<file path="src/hw/rtl/ypd_pkg.sv">
// ----------------------------------------------------------------------------
// ypd_pkg
// Shared types and constants of the yaw PID differential drive controller.
// ----------------------------------------------------------------------------
package ypd_pkg;

  localparam int unsigned CFG_INDEX_W = 3;

  typedef enum logic [1:0] {
    MODE_IDLE = 2'd0,
    MODE_READ = 2'd1,
    MODE_HOLD = 2'd2
  } mode_t;

  typedef enum logic [CFG_INDEX_W-1:0] {
    REG_OPERATING_MODE = 3'd0,
    REG_YAW_TARGET     = 3'd1,
    REG_GAIN_P         = 3'd2,
    REG_GAIN_I         = 3'd3,
    REG_GAIN_D         = 3'd4,
    REG_DEADBAND       = 3'd5,
    REG_INTEGRAL_CAP   = 3'd6,
    REG_SPEED_LIMIT    = 3'd7
  } cfg_reg_t;

  typedef struct packed {
    logic [1:0]  operating_mode;
    logic [8:0]  yaw_target;
    logic [15:0] gain_p;
    logic [15:0] gain_i;
    logic [15:0] gain_d;
    logic [7:0]  deadband;
    logic [30:0] integral_cap;
    logic [7:0]  speed_limit;
  } cfg_t;

  typedef struct packed {
    logic [31:0] error_integral;
    logic [8:0]  previous_error;
    logic [7:0]  speed_a;
    logic [7:0]  speed_b;
  } ctl_state_t;

  typedef struct packed {
    logic [8:0] yaw_now;
    logic [8:0] heading_error;
    logic [7:0] speed_a;
    logic [7:0] speed_b;
    logic       drive_updated;
    logic       retracted;
  } result_t;

  localparam logic signed [10:0] YAW_LOW   = -11'sd360;
  localparam logic signed [10:0] YAW_HIGH  = 11'sd720;
  localparam logic signed [10:0] FULL_TURN = 11'sd360;
  localparam logic signed [10:0] HALF_TURN = 11'sd180;
  localparam logic [8:0]         TARGET_MAX = 9'd360;

endpackage

</file>
<file path="src/hw/rtl/ypd_step.sv">
// ----------------------------------------------------------------------------
// ypd_step
// One control step: heading wrap, error, saturating integral, anti-windup
// retraction and Q8.8 PID drive with clamping of both motor speeds.
// ----------------------------------------------------------------------------
module ypd_step (
  input  ypd_pkg::cfg_t       cfg,
  input  ypd_pkg::ctl_state_t cur,
  input  logic [10:0]         yaw_raw,
  output ypd_pkg::ctl_state_t nxt,
  output ypd_pkg::result_t    res
);
  import ypd_pkg::*;

  function automatic logic [7:0] drive_speed(input logic signed [51:0] v,
                                             input logic [7:0] max_spd);
    logic [43:0] q;
    q = v[51:8];
    if (v[51]) begin
      drive_speed = 8'd0;
    end else if (q > {36'd0, max_spd}) begin
      drive_speed = max_spd;
    end else begin
      drive_speed = q[7:0];
    end
  endfunction

  logic signed [10:0] x;
  logic signed [10:0] xs;
  logic signed [10:0] yw;
  logic [8:0]         yaw;
  logic [8:0]         tgt;
  logic signed [10:0] e_raw;
  logic signed [10:0] e_wrap;
  logic signed [8:0]  err;
  logic signed [32:0] isum;
  logic [31:0]        integ;
  logic [32:0]        mag;
  logic signed [8:0]  sdiff;
  logic [8:0]         sdiff_abs;
  logic [8:0]         err_abs;
  logic signed [10:0] derr;
  logic signed [24:0] prod_p;
  logic signed [47:0] prod_i;
  logic signed [26:0] prod_d;
  logic signed [49:0] pid_sum;
  logic signed [51:0] scaled_a;
  logic signed [51:0] scaled_b;
  logic               hold;
  logic               retract;
  logic               drive;

  always_comb begin
    x = $signed(yaw_raw);
    if (x < YAW_LOW) begin
      xs = YAW_LOW;
    end else if (x > YAW_HIGH) begin
      xs = YAW_HIGH;
    end else begin
      xs = x;
    end
    if (xs < 11'sd0) begin
      yw = xs + FULL_TURN;
    end else if (xs > FULL_TURN) begin
      yw = xs - FULL_TURN;
    end else begin
      yw = xs;
    end
    yaw = yw[8:0];

    tgt = (cfg.yaw_target > TARGET_MAX) ? TARGET_MAX : cfg.yaw_target;
    e_raw = $signed({2'b00, tgt}) - $signed({2'b00, yaw});
    if (e_raw > HALF_TURN) begin
      e_wrap = e_raw - FULL_TURN;
    end else if (e_raw < -HALF_TURN) begin
      e_wrap = e_raw + FULL_TURN;
    end else begin
      e_wrap = e_raw;
    end
    err = e_wrap[8:0];

    isum = 33'($signed(cur.error_integral)) + 33'(err);
    if (isum[32] != isum[31]) begin
      integ = isum[32] ? 32'h8000_0000 : 32'h7FFF_FFFF;
    end else begin
      integ = isum[31:0];
    end
    mag = integ[31] ? (33'd0 - {1'b1, integ}) : {1'b0, integ};

    sdiff = $signed({1'b0, cur.speed_a}) - $signed({1'b0, cur.speed_b});
    sdiff_abs = sdiff[8] ? 9'(-sdiff) : 9'(sdiff);
    err_abs = err[8] ? 9'(-err) : 9'(err);

    derr = 11'(err) - 11'($signed(cur.previous_error));
    prod_p = $signed(cfg.gain_p) * err;
    prod_i = $signed(cfg.gain_i) * $signed(integ);
    prod_d = $signed(cfg.gain_d) * derr;
    pid_sum = 50'(prod_p) + 50'(prod_i) + 50'(prod_d);
    scaled_a = 52'($signed({1'b0, cur.speed_a, 8'd0})) - 52'(pid_sum);
    scaled_b = 52'($signed({1'b0, cur.speed_b, 8'd0})) + 52'(pid_sum);

    hold = (cfg.operating_mode == MODE_HOLD);
    retract = hold && (mag > {2'b00, cfg.integral_cap})
              && (sdiff_abs == {1'b0, cfg.speed_limit});
    drive = hold && !retract && (err_abs > {1'b0, cfg.deadband});

    nxt = cur;
    if (hold) begin
      nxt.previous_error = err;
      nxt.error_integral = integ;
    end
    if (retract) begin
      nxt.error_integral = 32'd0;
      nxt.speed_a = cfg.speed_limit >> 1;
      nxt.speed_b = cfg.speed_limit >> 1;
    end else if (drive) begin
      nxt.speed_a = drive_speed(scaled_a, cfg.speed_limit);
      nxt.speed_b = drive_speed(scaled_b, cfg.speed_limit);
    end

    res.yaw_now       = yaw;
    res.heading_error = hold ? err : 9'd0;
    res.speed_a       = nxt.speed_a;
    res.speed_b       = nxt.speed_b;
    res.drive_updated = drive;
    res.retracted     = retract;
  end

endmodule
</file>
<file path="config.mk">
export PLATFORM = sky130hd
export DESIGN_NAME = ypd_step
export DESIGN_NICKNAME = d
export VERILOG_FILES = /design/src/hw/rtl/ypd_pkg.sv /design/src/hw/rtl/ypd_step.sv
export SDC_FILE = /design/constraint.sdc
export NUM_CORES = 2
export LEC_CHECK = 0
export BUFFER_PORTS_ARGS = -buffer_cell sky130_fd_sc_hd__buf_2
export CAP_MARGIN = 5
export CORE_MARGIN = 2
export CORE_UTILIZATION = 60
export DETAILED_ROUTE_END_ITERATION = 8
export GPL_TIMING_DRIVEN = 0
export MAX_ROUTING_LAYER = met4
export PLACE_DENSITY = 0.77
export SYNTH_ARGS = -nofsm -noshare
export SYNTH_HDL_FRONTEND = slang
export SYNTH_SLANG_ARGS = --single-unit
</file>
<file path="constraint.sdc">
create_clock -name vclk -period 33.5
set_input_delay 5.025 -clock vclk [all_inputs]
set_output_delay 5.025 -clock vclk [all_outputs]
set_load 0.1 [all_outputs]
</file>
---- After elaboration in Yosys (flattened, before gate mapping) ----
Index checks and enable logic that the tools add are counted.
word-level totals
  input bits .............................. 174
  output and inout port bits .............. 93
  register bits after elaboration ......... 0
  logic and storage cells ................. 58
operators by class
  reductions and logical operators ........ 5
  equal/unequal tests ..................... 3
  $add $sub $neg .......................... 15
  multiply operators ...................... 3
  $lt $le $gt $ge ......................... 11
  mux-type cells .......................... 21
operator list
  kind                                                                    count
  32-bit two-way mux                                                      3
  44-bit by 8-bit > comparator with 1-bit output                          2
  9-bit two-way mux                                                       8
  17-bit by 50-bit adder with 51-bit output                               1
  17-bit by 50-bit subtractor with 51-bit output                          1
  49-bit by 26-bit adder with 50-bit output                               1
  25-bit by 48-bit adder with 49-bit output                               1
  16-bit by 32-bit multiplier with 48-bit output                          1
  41-bit two-way mux                                                      1
  32-bit by 9-bit adder with 33-bit output                                1
  33-bit by 31-bit > comparator with 1-bit output                         1
  33-bit two-way mux                                                      1
  1-bit by 33-bit subtractor with 33-bit output, first input constant     1
  16-bit two-way mux                                                      2
  8-bit two-way mux                                                       4
  16-bit by 10-bit multiplier with 26-bit output                          1
  16-bit by 9-bit multiplier with 25-bit output                           1
  11-bit two-way mux                                                      2
  9-bit by 9-bit subtractor with 10-bit output                            2
  9-bit adder, second input constant                                      2
  9-bit negation                                                          2
  9-bit subtractor, second input constant                                 2
  11-bit by 10-bit > comparator with 1-bit output, second input constant  1
  11-bit > comparator, second input constant                              1
  other kinds (12)                                                        15

---- Logic depth before layout (Yosys ltp) ----
  depth after elaboration ................. 23
  mapped depth ............................ 90
  mapped depth without buffers ............ 83

---- Worst setup path before layout ----
No wires, ideal clock.
  path type ............................... input to output
  start ................................... in yaw_raw[2]
  end ..................................... out res[17] (netlist bit)
  path slack .............................. 3.003 ns
  required time ........................... 28.475 ns
  cell stages on the path ................. 72
  arrival ................................. 25.472 ns
  buffers on the path ..................... 5
  path through ............................ or4_1 > a21oi_1 > nor2_1 > o21ai_0 > and3_1 > ha_1 > inv_1 > fa_1 > nand2_1 > nand2_1 > a21oi_1 > o21ai_0 > a21oi_1 > xnor2_1 > o21ai_0 > o21ai_0 > a211oi_1 > nand2_1 > (+36 left out) > or3_4 > and2_1 > xnor2_1 > inv_1 > ha_1 > nand3_1 > or4_1 > nor3_1 > nor2_1 > or4b_1 > nor4_2 > nand4_1 > or3_1 > a2111oi_4 > nand2_1 > mux2i_1 > o21ai_0 > buf_4
RTL lines
  element      RTL line        RTL
  from (decl)  ypd_step.sv:9   input logic [10:0] yaw_raw,
  to (decl)    ypd_step.sv:11  output ypd_pkg::result_t res

==> impl_metrics.ini <==
[finish]
layout.nets = 6579
seq_cells = 0
syn2layout_area_growth_pct = 6.23
clock_buffers = 0
layout_common_cells = 1061 x inv_1, 982 x fa_1, 613 x nand2_1, 300 x and2_1, 282 x ha_1
drive_gt1_share_pct = 7.67
final_common_cell = inv_1
final-seq-area_um2 = 0
final_util_pct = 64.4

[clocking]
ctsHoldBuffers = 0

[placed_design]
io_buffers = 249
gp_congestion = 1.01
pre_cts_ws_ps = 184
dp_hpwl_mm = 114

[critical_path]
critical_path_class = input pin to output port
worst_ep_arrival_time_ps = 27260
crit_path_end_kind = output port
start_kind = input pin
cp-endpoint = res[15]
crit_path_max_incr_delay_ps = 580
path_max_fanout = 12
crit_path_top_delay_cell = or4b_1
cp.required_ps = 28470
startpoint = yaw_raw[2]

[synth]
avgSynthCellArea_um2 = 8.52
syn_inst = 4879
synth_cell_types = 98
yosysWarningCount = 0
synth_fp_nets = 6319
yosysSeqAreaShare_pct = 0
syn_area_um2 = 41600

[timing]
period_minus_slack_ps = 32280
fmax_mhz = 31.0
final.period_utilization_pct = 96.4
rsz0062_at_grt = false
hold_viol = 0
setup_tns_ps = 0
setup_viol = 0
worst_slew_pin_slew_ps = 1420
slew_headroom_pct = 5.31
layout_setup_ws_ps = 1220
drv_slew = 0

[die]
die_w_um = 267
initial_utilization_pct = 60.6
die_y_um = 267
top_level_ports = 267
core_um2 = 68600
rows = 96
dieArea_um2 = 71400

[grt]
track_usage_pct = 39.0
grt_pass1_vias = 36100
grt_start_max_net_pins = 29
grt_overflow = 0
grt_pass1_wl_mm = 206
antenna_found_initial = 9

[detailed_routing]
drcViolationCount = 0
via_per_inst = 5.77
wirelength_mm = 130
drtIter0Drc = 2905
antenna_left = 0
drtPass1Iterations = 6
routedWlPerCell_um = 21.4
vias = 35000

[run]
maxCapViolCount = 0

[hold_path]
hp-class = input pin to output port

[run_status]
status = finished clean
## cell type report
class,instances,area (µm²)
timing repair buffer,257,1320
antenna,10,25.0
inverter,1063,3990
fill,5878,24400
tap,931,1160
multi-input combinational,3603,36800
timing repair inverter,1,7.51
buffer,213,905
## cell usage after synthesis (62+ instances only)
cell type  count  share of area [%]
clkbuf_1     162                1.5
xnor2_1      101                2.1
and2_1       300                4.5
nor3_1        62               0.75
inv_1       1062                9.6
o21ai_0      104                1.3
a21o_1        64                1.2
ha_1         282                8.5
fa_1         984                 47
a21oi_1      157                1.9
nand2_1      613                5.5
nor2_1       205                1.9
## how the worst min path moves through the flow
stage | startpoint | endpoint | slack [ps] | cells after the start
after detailed placement | cur[32] | nxt[32] | 10560 | 4
after global routing | cur[53] | nxt[53] | 10580 | 4
after CTS | cur[32] | nxt[32] | 10560 | 4
after floorplan | cur[30] | nxt[30] | 10490 | 2
final | cur[53] | nxt[53] | 10560 | 4
after global placement | cur[32] | nxt[32] | 10550 | 4
## through the flow
stage | std cells | area, µm² | hold slack (ps)
finish | 6078 | 44200 | 10560
global route | 6077 | 44200 | 10580
CTS | 6062 | 44000 | 10560
detailed placement | 6062 | 44000 | 10560
global placement | 6059 | 44000 | 10550
floorplan | 4879 | 41600 | 10490
## routing by layer
metal  GRT usage [%]  up-vias  share of wire [%]
li1                -    15600                  -
met1            51.0    17600                 39
met2            59.9     1650                 46
met3            9.13      268                 11
met4            13.2        0                4.4
met5               -        -                  0
## worst max-delay path, delay by kind of cell
kind,cells,cell delay [ps]
AND/OR/NAND/NOR,24,6310
adder cells (fa/ha/maj),13,5650
AO/OA/AOI/OAI,20,5070
buffers and inverters,20,3930
XOR/XNOR,4,1180
## logic make-up after synthesis
group	synth area share, %
muxes	0.599
adders and majority gates	55.9
and+or+nand+nor	18.0
xor gates and xnor gates	3.16
buffers and inverters	11.7
AOI/OAI and AO/OA	10.6
## timing repair
action                     4_1_cts  5_1_grt
hold endpoints to repair         0        0
resized for setup                0       39
buffers inserted                 0        5
setup endpoints to repair        0       32
